## src/hdl/ddcpid_pkg.sv

```systemverilog
// Shared types and constants for the differential drive cascaded PID block.
package ddcpid_pkg;

   localparam int GAIN_W    = 16;
   localparam int NUM_REGS  = 8;
   localparam int CSR_IDX_W = 3;
   localparam int DRIVE_W   = 10;
   localparam int TARGET_W  = 10;

   localparam logic [CSR_IDX_W-1:0] REG_STEER_KP = 3'd0;
   localparam logic [CSR_IDX_W-1:0] REG_STEER_KI = 3'd1;
   localparam logic [CSR_IDX_W-1:0] REG_STEER_KD = 3'd2;
   localparam logic [CSR_IDX_W-1:0] REG_LEFT_KP  = 3'd3;
   localparam logic [CSR_IDX_W-1:0] REG_LEFT_KI  = 3'd4;
   localparam logic [CSR_IDX_W-1:0] REG_LEFT_KD  = 3'd5;
   localparam logic [CSR_IDX_W-1:0] REG_RIGHT_KP = 3'd6;
   localparam logic [CSR_IDX_W-1:0] REG_RIGHT_KI = 3'd7;

   localparam logic [GAIN_W-1:0] GAIN_RESET [NUM_REGS] = '{
      16'd0, 16'd0, 16'd0, 16'd4352, 16'd256, 16'd205, 16'd3584, 16'd154
   };

   localparam int TARGET_MIN = 10;

   typedef enum logic [2:0] {
      ST_IDLE,
      ST_PREP,
      ST_MUL,
      ST_DRAIN,
      ST_POST,
      ST_OUT
   } state_type;

   typedef enum logic [1:0] {
      LOOP_STEER,
      LOOP_LEFT,
      LOOP_RIGHT
   } loop_type;

   typedef enum logic [1:0] {
      TERM_P,
      TERM_I,
      TERM_D
   } term_type;

endpackage

```

## src/hdl/differential_drive_cascaded_pid.sv

```systemverilog
// Top level: steering PID cascaded into two wheel PIDs on one shared multiplier.
//
// One control tick is one request transfer. An update tick runs the steering
// loop, then the left and the right wheel loop, each as a preparation state
// (error, saturating integrator, difference), three multiplies on the single
// 17x32 signed multiplier with accumulation overlapped, a drain state and a
// scaling/clamp state. A held tick skips the loops. Either kind then goes to
// the output state, which loads the response register once it is free and
// returns to idle. Requests are stalled while a tick is in progress; a
// finished response waits in its own register so the next request can be
// taken while it is still stalled downstream.
module differential_drive_cascaded_pid #(
   parameter int TARGET_MAX = 300,
   parameter int DRIVE_MAX  = 1000
) (
   input  logic                                   clock,
   input  logic                                   reset,
   input  logic                                   req_valid,
   output logic                                   req_stall,
   input  logic signed [10:0]                     req_line_error,
   input  logic        [9:0]                      req_base_speed,
   input  logic signed [15:0]                     req_left_speed,
   input  logic signed [15:0]                     req_right_speed,
   input  logic                                   req_hold,
   output logic                                   rsp_valid,
   input  logic                                   rsp_stall,
   output logic [ddcpid_pkg::DRIVE_W-1:0]         rsp_left_drive,
   output logic [ddcpid_pkg::DRIVE_W-1:0]         rsp_right_drive,
   output logic                                   rsp_updated,
   input  logic                                   csr_wen,
   input  logic [ddcpid_pkg::CSR_IDX_W-1:0]       csr_index,
   input  logic [ddcpid_pkg::GAIN_W-1:0]          csr_wdata
);

   localparam logic [ddcpid_pkg::DRIVE_W-1:0] DRIVE_MAX_LO = ddcpid_pkg::DRIVE_W'(DRIVE_MAX);

   ddcpid_pkg::state_type state_ff, state_in;
   ddcpid_pkg::loop_type  loop_ff, loop_in;
   ddcpid_pkg::term_type  term_ff, term_in;

   logic [ddcpid_pkg::GAIN_W-1:0] gain_ff [ddcpid_pkg::NUM_REGS];
   logic [ddcpid_pkg::GAIN_W-1:0] gain_in [ddcpid_pkg::NUM_REGS];

   logic signed [31:0] steer_int_ff, steer_int_in;
   logic signed [31:0] left_int_ff, left_int_in;
   logic signed [31:0] right_int_ff, right_int_in;
   logic signed [10:0] steer_prev_ff, steer_prev_in;
   logic signed [17:0] left_prev_ff, left_prev_in;
   logic signed [17:0] right_prev_ff, right_prev_in;
   logic [ddcpid_pkg::DRIVE_W-1:0] last_left_ff, last_left_in;
   logic [ddcpid_pkg::DRIVE_W-1:0] last_right_ff, last_right_in;
   logic rsp_valid_ff, rsp_valid_in;

   logic signed [10:0] line_error_ff, line_error_in;
   logic [9:0]         base_ff, base_in;
   logic signed [15:0] lspeed_ff, lspeed_in;
   logic signed [15:0] rspeed_ff, rspeed_in;
   logic               upd_ff, upd_in;
   logic signed [17:0] err_ff, err_in;
   logic signed [18:0] diff_ff, diff_in;
   logic signed [48:0] prod_ff, prod_in;
   logic signed [51:0] acc_ff, acc_in;
   logic [ddcpid_pkg::TARGET_W-1:0] lt_ff, lt_in;
   logic [ddcpid_pkg::TARGET_W-1:0] rt_ff, rt_in;
   logic [ddcpid_pkg::DRIVE_W-1:0] rsp_left_ff, rsp_left_in;
   logic [ddcpid_pkg::DRIVE_W-1:0] rsp_right_ff, rsp_right_in;
   logic rsp_upd_ff, rsp_upd_in;

   logic signed [17:0] e_new;
   logic signed [31:0] int_cur;
   logic signed [17:0] prev_cur;
   logic signed [32:0] int_sum;
   logic signed [31:0] int_sat;
   logic signed [18:0] diff_new;
   logic [ddcpid_pkg::GAIN_W-1:0] gain_sel;
   logic signed [31:0] op_sel;
   logic signed [48:0] mul_res;
   logic signed [51:0] acc_sum;
   logic signed [51:0] acc_rnd;
   logic signed [43:0] q;
   logic signed [45:0] sum_l, sum_r;
   logic out_free;

   function automatic logic [ddcpid_pkg::TARGET_W-1:0] clamp_target(logic signed [45:0] v);
      logic [ddcpid_pkg::TARGET_W-1:0] r;
      if (v < 46'(ddcpid_pkg::TARGET_MIN)) begin
         r = ddcpid_pkg::TARGET_W'(ddcpid_pkg::TARGET_MIN);
      end else if (v > 46'(TARGET_MAX)) begin
         r = ddcpid_pkg::TARGET_W'(TARGET_MAX);
      end else begin
         r = v[ddcpid_pkg::TARGET_W-1:0];
      end
      return r;
   endfunction

   function automatic logic [ddcpid_pkg::DRIVE_W-1:0] clamp_drive(logic signed [43:0] v);
      logic [ddcpid_pkg::DRIVE_W-1:0] r;
      if (v[43]) begin
         r = '0;
      end else if (v > 44'(DRIVE_MAX)) begin
         r = DRIVE_MAX_LO;
      end else begin
         r = v[ddcpid_pkg::DRIVE_W-1:0];
      end
      return r;
   endfunction

   assign req_stall       = (state_ff != ddcpid_pkg::ST_IDLE);
   assign rsp_valid       = rsp_valid_ff;
   assign rsp_left_drive  = rsp_left_ff;
   assign rsp_right_drive = rsp_right_ff;
   assign rsp_updated     = rsp_upd_ff;
   assign out_free        = !rsp_valid_ff || !rsp_stall;

   // datapath: error, integrator, multiplier operands, scaling
   always_comb begin
      unique case (loop_ff)
         ddcpid_pkg::LOOP_STEER: begin
            e_new    = {{7{line_error_ff[10]}}, line_error_ff};
            int_cur  = steer_int_ff;
            prev_cur = {{7{steer_prev_ff[10]}}, steer_prev_ff};
         end
         ddcpid_pkg::LOOP_LEFT: begin
            e_new    = $signed({8'b0, lt_ff}) - $signed({{2{lspeed_ff[15]}}, lspeed_ff});
            int_cur  = left_int_ff;
            prev_cur = left_prev_ff;
         end
         default: begin
            e_new    = $signed({8'b0, rt_ff}) - $signed({{2{rspeed_ff[15]}}, rspeed_ff});
            int_cur  = right_int_ff;
            prev_cur = right_prev_ff;
         end
      endcase

      int_sum = $signed({int_cur[31], int_cur}) + $signed({{15{e_new[17]}}, e_new});
      if (int_sum[32] != int_sum[31]) begin
         int_sat = int_sum[32] ? {1'b1, 31'b0} : {1'b0, {31{1'b1}}};
      end else begin
         int_sat = int_sum[31:0];
      end
      diff_new = $signed({e_new[17], e_new}) - $signed({prev_cur[17], prev_cur});

      gain_sel = '0;
      unique case (loop_ff)
         ddcpid_pkg::LOOP_STEER: begin
            case (term_ff)
               ddcpid_pkg::TERM_P: gain_sel = gain_ff[ddcpid_pkg::REG_STEER_KP];
               ddcpid_pkg::TERM_I: gain_sel = gain_ff[ddcpid_pkg::REG_STEER_KI];
               default:            gain_sel = gain_ff[ddcpid_pkg::REG_STEER_KD];
            endcase
         end
         ddcpid_pkg::LOOP_LEFT: begin
            case (term_ff)
               ddcpid_pkg::TERM_P: gain_sel = gain_ff[ddcpid_pkg::REG_LEFT_KP];
               ddcpid_pkg::TERM_I: gain_sel = gain_ff[ddcpid_pkg::REG_LEFT_KI];
               default:            gain_sel = gain_ff[ddcpid_pkg::REG_LEFT_KD];
            endcase
         end
         default: begin
            // right wheel has no D gain
            case (term_ff)
               ddcpid_pkg::TERM_P: gain_sel = gain_ff[ddcpid_pkg::REG_RIGHT_KP];
               ddcpid_pkg::TERM_I: gain_sel = gain_ff[ddcpid_pkg::REG_RIGHT_KI];
               default:            gain_sel = '0;
            endcase
         end
      endcase

      case (term_ff)
         ddcpid_pkg::TERM_P: op_sel = {{14{err_ff[17]}}, err_ff};
         ddcpid_pkg::TERM_I: op_sel = int_cur;
         default:            op_sel = {{13{diff_ff[18]}}, diff_ff};
      endcase

      mul_res = $signed({1'b0, gain_sel}) * op_sel;
      acc_sum = acc_ff + $signed({{3{prod_ff[48]}}, prod_ff});

      // divide by 256, truncating toward zero
      acc_rnd = acc_ff + (acc_ff[51] ? 52'sd255 : 52'sd0);
      q       = acc_rnd[51:8];
      sum_l   = $signed({36'b0, base_ff}) + $signed({{2{q[43]}}, q});
      sum_r   = $signed({36'b0, base_ff}) - $signed({{2{q[43]}}, q});
   end

   // sequencer
   always_comb begin
      state_in      = state_ff;
      loop_in       = loop_ff;
      term_in       = term_ff;
      gain_in       = gain_ff;
      steer_int_in  = steer_int_ff;
      left_int_in   = left_int_ff;
      right_int_in  = right_int_ff;
      steer_prev_in = steer_prev_ff;
      left_prev_in  = left_prev_ff;
      right_prev_in = right_prev_ff;
      last_left_in  = last_left_ff;
      last_right_in = last_right_ff;
      rsp_valid_in  = rsp_valid_ff && rsp_stall;
      line_error_in = line_error_ff;
      base_in       = base_ff;
      lspeed_in     = lspeed_ff;
      rspeed_in     = rspeed_ff;
      upd_in        = upd_ff;
      err_in        = err_ff;
      diff_in       = diff_ff;
      prod_in       = prod_ff;
      acc_in        = acc_ff;
      lt_in         = lt_ff;
      rt_in         = rt_ff;
      rsp_left_in   = rsp_left_ff;
      rsp_right_in  = rsp_right_ff;
      rsp_upd_in    = rsp_upd_ff;

      if (csr_wen) begin
         gain_in[csr_index] = csr_wdata;
      end

      unique case (state_ff)
         ddcpid_pkg::ST_IDLE: begin
            if (req_valid) begin
               line_error_in = req_line_error;
               base_in       = req_base_speed;
               lspeed_in     = req_left_speed;
               rspeed_in     = req_right_speed;
               upd_in        = !req_hold;
               loop_in       = ddcpid_pkg::LOOP_STEER;
               state_in      = req_hold ? ddcpid_pkg::ST_OUT : ddcpid_pkg::ST_PREP;
            end
         end
         ddcpid_pkg::ST_PREP: begin
            err_in  = e_new;
            diff_in = diff_new;
            acc_in  = '0;
            term_in = ddcpid_pkg::TERM_P;
            unique case (loop_ff)
               ddcpid_pkg::LOOP_STEER: begin
                  steer_int_in  = int_sat;
                  steer_prev_in = e_new[10:0];
               end
               ddcpid_pkg::LOOP_LEFT: begin
                  left_int_in  = int_sat;
                  left_prev_in = e_new;
               end
               default: begin
                  right_int_in  = int_sat;
                  right_prev_in = e_new;
               end
            endcase
            state_in = ddcpid_pkg::ST_MUL;
         end
         ddcpid_pkg::ST_MUL: begin
            prod_in = mul_res;
            if (term_ff != ddcpid_pkg::TERM_P) begin
               acc_in = acc_sum;
            end
            case (term_ff)
               ddcpid_pkg::TERM_P: term_in = ddcpid_pkg::TERM_I;
               ddcpid_pkg::TERM_I: term_in = ddcpid_pkg::TERM_D;
               default:            state_in = ddcpid_pkg::ST_DRAIN;
            endcase
         end
         ddcpid_pkg::ST_DRAIN: begin
            acc_in   = acc_sum;
            state_in = ddcpid_pkg::ST_POST;
         end
         ddcpid_pkg::ST_POST: begin
            unique case (loop_ff)
               ddcpid_pkg::LOOP_STEER: begin
                  lt_in    = clamp_target(sum_l);
                  rt_in    = clamp_target(sum_r);
                  loop_in  = ddcpid_pkg::LOOP_LEFT;
                  state_in = ddcpid_pkg::ST_PREP;
               end
               ddcpid_pkg::LOOP_LEFT: begin
                  last_left_in = clamp_drive(q);
                  loop_in      = ddcpid_pkg::LOOP_RIGHT;
                  state_in     = ddcpid_pkg::ST_PREP;
               end
               default: begin
                  last_right_in = clamp_drive(q);
                  state_in      = ddcpid_pkg::ST_OUT;
               end
            endcase
         end
         ddcpid_pkg::ST_OUT: begin
            if (out_free) begin
               rsp_valid_in = 1'b1;
               rsp_left_in  = last_left_ff;
               rsp_right_in = last_right_ff;
               rsp_upd_in   = upd_ff;
               state_in     = ddcpid_pkg::ST_IDLE;
            end
         end
         default: state_in = ddcpid_pkg::ST_IDLE;
      endcase
   end

   always_ff @(posedge clock) begin
      if (reset) begin
         state_ff      <= ddcpid_pkg::ST_IDLE;
         loop_ff       <= ddcpid_pkg::LOOP_STEER;
         term_ff       <= ddcpid_pkg::TERM_P;
         gain_ff       <= ddcpid_pkg::GAIN_RESET;
         steer_int_ff  <= '0;
         left_int_ff   <= '0;
         right_int_ff  <= '0;
         steer_prev_ff <= '0;
         left_prev_ff  <= '0;
         right_prev_ff <= '0;
         last_left_ff  <= '0;
         last_right_ff <= '0;
         rsp_valid_ff  <= 1'b0;
      end else begin
         state_ff      <= state_in;
         loop_ff       <= loop_in;
         term_ff       <= term_in;
         gain_ff       <= gain_in;
         steer_int_ff  <= steer_int_in;
         left_int_ff   <= left_int_in;
         right_int_ff  <= right_int_in;
         steer_prev_ff <= steer_prev_in;
         left_prev_ff  <= left_prev_in;
         right_prev_ff <= right_prev_in;
         last_left_ff  <= last_left_in;
         last_right_ff <= last_right_in;
         rsp_valid_ff  <= rsp_valid_in;
      end
   end

   always_ff @(posedge clock) begin
      line_error_ff <= line_error_in;
      base_ff       <= base_in;
      lspeed_ff     <= lspeed_in;
      rspeed_ff     <= rspeed_in;
      upd_ff        <= upd_in;
      err_ff        <= err_in;
      diff_ff       <= diff_in;
      prod_ff       <= prod_in;
      acc_ff        <= acc_in;
      lt_ff         <= lt_in;
      rt_ff         <= rt_in;
      rsp_left_ff   <= rsp_left_in;
      rsp_right_ff  <= rsp_right_in;
      rsp_upd_ff    <= rsp_upd_in;
   end

endmodule

```

## config.mk

```make
export PLATFORM = sky130hd
export DESIGN_NAME = differential_drive_cascaded_pid
export DESIGN_NICKNAME = d
export VERILOG_FILES = /design/src/hdl/ddcpid_pkg.sv /design/src/hdl/differential_drive_cascaded_pid.sv
export SDC_FILE = /design/constraint.sdc
export NUM_CORES = 2
export LEC_CHECK = 0
export ABC_AREA = 1
export ABC_CLOCK_PERIOD_IN_PS = 8920
export BUFFER_PORTS_ARGS = -buffer_cell sky130_fd_sc_hd__buf_4
export CAP_MARGIN = 20
export CORE_ASPECT_RATIO = 1.5
export CORE_MARGIN = 8
export CORE_UTILIZATION = 49
export CTS_CLUSTER_DIAMETER = 30
export DETAILED_ROUTE_END_ITERATION = 8
export PLACE_DENSITY_LB_ADDON = 0.3
export SYNTH_ARGS = -nofsm -noshare
export SYNTH_HDL_FRONTEND = slang
export SYNTH_SLANG_ARGS = --single-unit
```

## constraint.sdc

```tcl
create_clock -name clock -period 8.92 [get_ports clock]
set_input_delay 0.892 -clock clock [delete_from_list [all_inputs] [get_ports clock]]
set_output_delay 0.892 -clock clock [all_outputs]
set_load 0.02 [all_outputs]
```

==> reports/metrics.yaml <==
status: "finished, final reports clean"
synthesis.instances: 6706
final.setup.worst_slack_ps: 500
cp_max_fo: 22
syn_area_um2: 50300
totalWireLength_mm: 160
wl_per_cell_um: 19.6
final_antenna_net_count: 0
pin_count: 101
rsz0062_at_grt: "no"
slew_viol_final: 0
cts.sinks: 529
wl_met2_mm: 79.6
r2r_end: "prod_ff[48]"
hp-start: "req_right_speed[10]"
numCtsBuffers: 92
grt_pass1_wl_mm: 251
firstDrtPassIters: 6
finalSetupViolations: 0
die_h_um: 409
yosys_warnings: 0
n_antenna_cell: 0
tightestPinTransition_ps: 1130
rrSetupSlack_ps: 500
maxCapViolCount: 0
fin_setup_tns_ps: 0
gp_congestion: 0.979
synth_edf_count: 232
die_w_um: 278
io_buffers: 100
num-nets-final: 7628
design.die.area_um2: 113000
ff2ff_path_depth: 32
end_kind: "flop"
fill_cells: 9677
cts_max_path_buffers: 3
htree_num_levels: 3
drt_iter0_drc: 3254
core_area_um2: 102000
yosys.area.top_type: "fa_1"
cts-root-buf: "clkbuf_16"
hold_violations: 0
maxSlewHeadroom_pct: 24.5
initial_core_util_pct: 49.2
antenna_found_initial: 4
post_drt_via_cell_ratio: 5.52
drive_gt1_share_pct: 8.07
clk_latency_ps: 710
highest_layer: "met5"
placementRows: 144
r2r-start: "loop_ff[1]"
whs_endpoint: "rspeed_ff[10]"
min_path_cells: 1
track_usage_pct: 28.0
pre_cts_ws_ps: 571
clk_pin_slew_ps: 60
grt_max_degree: 131
crit_path_top_delay_cell: "fa_1"
synth_ff_type: "dfxtp_1"
required_ps: 9350
startpoint_type: "flop"
route.detailed.drc: 0
yosysSeqAreaShare_pct: 25.7
ys_seq_elements: 529
grt-ovfl-total: 0
avgSynthCellArea_um2: 7.51
grt_pass1_vias: 46260
met1Wirelength_mm: 57.8
arrival_ps: 8850
period_share_pct: 94.4
async_reset_ff_share_pct: 0
postCtsHoldBufs: 0
cpPeakStageDelay_ps: 590
cts_tree: "built"
vias: 45140
worstSetupPathType: "reg2reg"
min_period_ps: 8420
ys_types: 61
fmax_ghz: 0.119
yosysTopAreaCellShare_pct: 19.7
cpMostUsedCell: "fa_1"
wl_met3_mm: 9.36
skew_ps: 73.5
netlist_top_cells_area: "fa_1 (20%), edfxtp_1 (14%), dfxtp_1 (12%)"
holdCritPathClass: "in2reg"
dp_hpwl_mm: 126
area_delta_synth_final_pct: 11.7
-- cell type report --
type	instances	area [um2]	area share, %
Clock inverter	71	920	1.64
Multi-Input combinational cell	4759	32200	57.2
Sequential cell	529	12900	23.0
Inverter	1197	4500	8.00
Tap cell	1314	1640	2.92
Timing Repair Buffer	210	1660	2.96
Clock buffer	102	2420	4.31
-- registers in the layout, summed over array words and instances (netlist names), 3 cells and up --
| name | flops |
|---|---|
| last_right_ff | 10 |
| acc_ff | 52 |
| right_int_ff | 32 |
| left_int_ff | 32 |
| lt_ff | 10 |
| rt_ff | 10 |
| steer_prev_ff | 11 |
| right_prev_ff | 17 |
| steer_int_ff | 32 |
| err_ff | 17 |
| state_ff | 3 |
| rspeed_ff | 16 |
| rsp_left_drive | 10 |
| base_ff | 10 |
| gain_ff | 128 |
| line_error_ff | 11 |
| rsp_right_drive | 10 |
| left_prev_ff | 17 |
| prod_ff | 49 |
| lspeed_ff | 16 |
| diff_ff | 19 |
| last_left_ff | 10 |
-- cell families (layout without fill, tap and decap cells) --
family	count (synthesis)	count (layout)	share of synthesized area, %
flip-flops	529	529	25.7
AND/OR/NAND/NOR	2759	2759	22.8
other	1	2	0.00745
AO/OA/AOI/OAI	1100	1100	12.2
adder cells (fa/ha/maj)	761	761	26.3
buffers and inverters	1419	1580	10.6
XOR/XNOR	137	137	2.40
-- worst max-delay path by stage --
stage,depth (start not counted),startpoint,slack (ps),endpoint
final,32,loop_ff[1],500,prod_ff[48]
after global routing,32,loop_ff[1],30,prod_ff[48]
after CTS,30,loop_ff[1],510,prod_ff[42]
after detailed placement,30,loop_ff[1],570,prod_ff[42]
after global placement,30,loop_ff[1],680,prod_ff[46]
after floorplan,34,loop_ff[0],1240,prod_ff[42]
-- per-layer routing --
metal / GRT usage [%] / up-vias
li1: - / 21366
met5: 0 / -
met1: 30.3 / 21475
met3: 3.94 / 613
met4: 19.7 / 4
met2: 49.9 / 1682
-- cell usage in the layout, fill, tap and decap left out, types with 232 or more instances in the layout --
cell,instances
dfxtp_1,297
o21ai_0,425
inv_1,1170
nor2_1,955
fa_1,496
nand3_1,276
edfxtp_1,232
a21oi_1,426
ha_1,265
nand2_1,1269
-- per-stage QoR --
stage,utilization (%),hold WS (ps),area [um2],cells
floorplan,-,400,50300,6707
global placement,51.6,410,52800,8006
detailed placement,51.6,412,52800,8007
CTS,54.9,316,56200,8180
global route,54.9,322,56200,8182
finish,54.9,351,56200,8182
-- critical path: cells and delay by family (launching register included) --
kind | cells | cell delay, ps
fa+ha+maj | 7 | 3320
simple gates | 10 | 1620
compound gates | 7 | 1570
buf+inv | 7 | 950
flops | 1 | 450
xor+xnor | 1 | 150
-- cells in the mapped netlist, drive strengths merged, types with 2 or more instances --
cell        n
a21o       10
o21ai     433
xor2       88
nand3     288
edfxtp    232
clkinv     14
o31ai       3
a211oi      7
dfxtp     297
nand4      47
and2        4
buf        23
nor2     1018
nand3b      9
nor3       31
xnor2      49
nor3b       2
inv      1183
o22ai      29
o211ai     21
fa        496
o22a        4
a221o      14
a31oi      28
or2        33
nand2    1311
o21a       44
o21bai     24
o221a       2
o221ai     26
a21oi     429
a221oi      3
clkbuf    199
nor4       14
a32oi       2
a21boi     11
ha        265
o2111ai     6
-- what timing repair did --
action | CTS | global route
gates resized for setup | 0 | 3
endpoints found under the setup margin | 0 | 5
setup buffers | 0 | 0
Power is not shown: default switching activity piles up to over one toggle a cycle in this logic, so the estimate is an artifact.
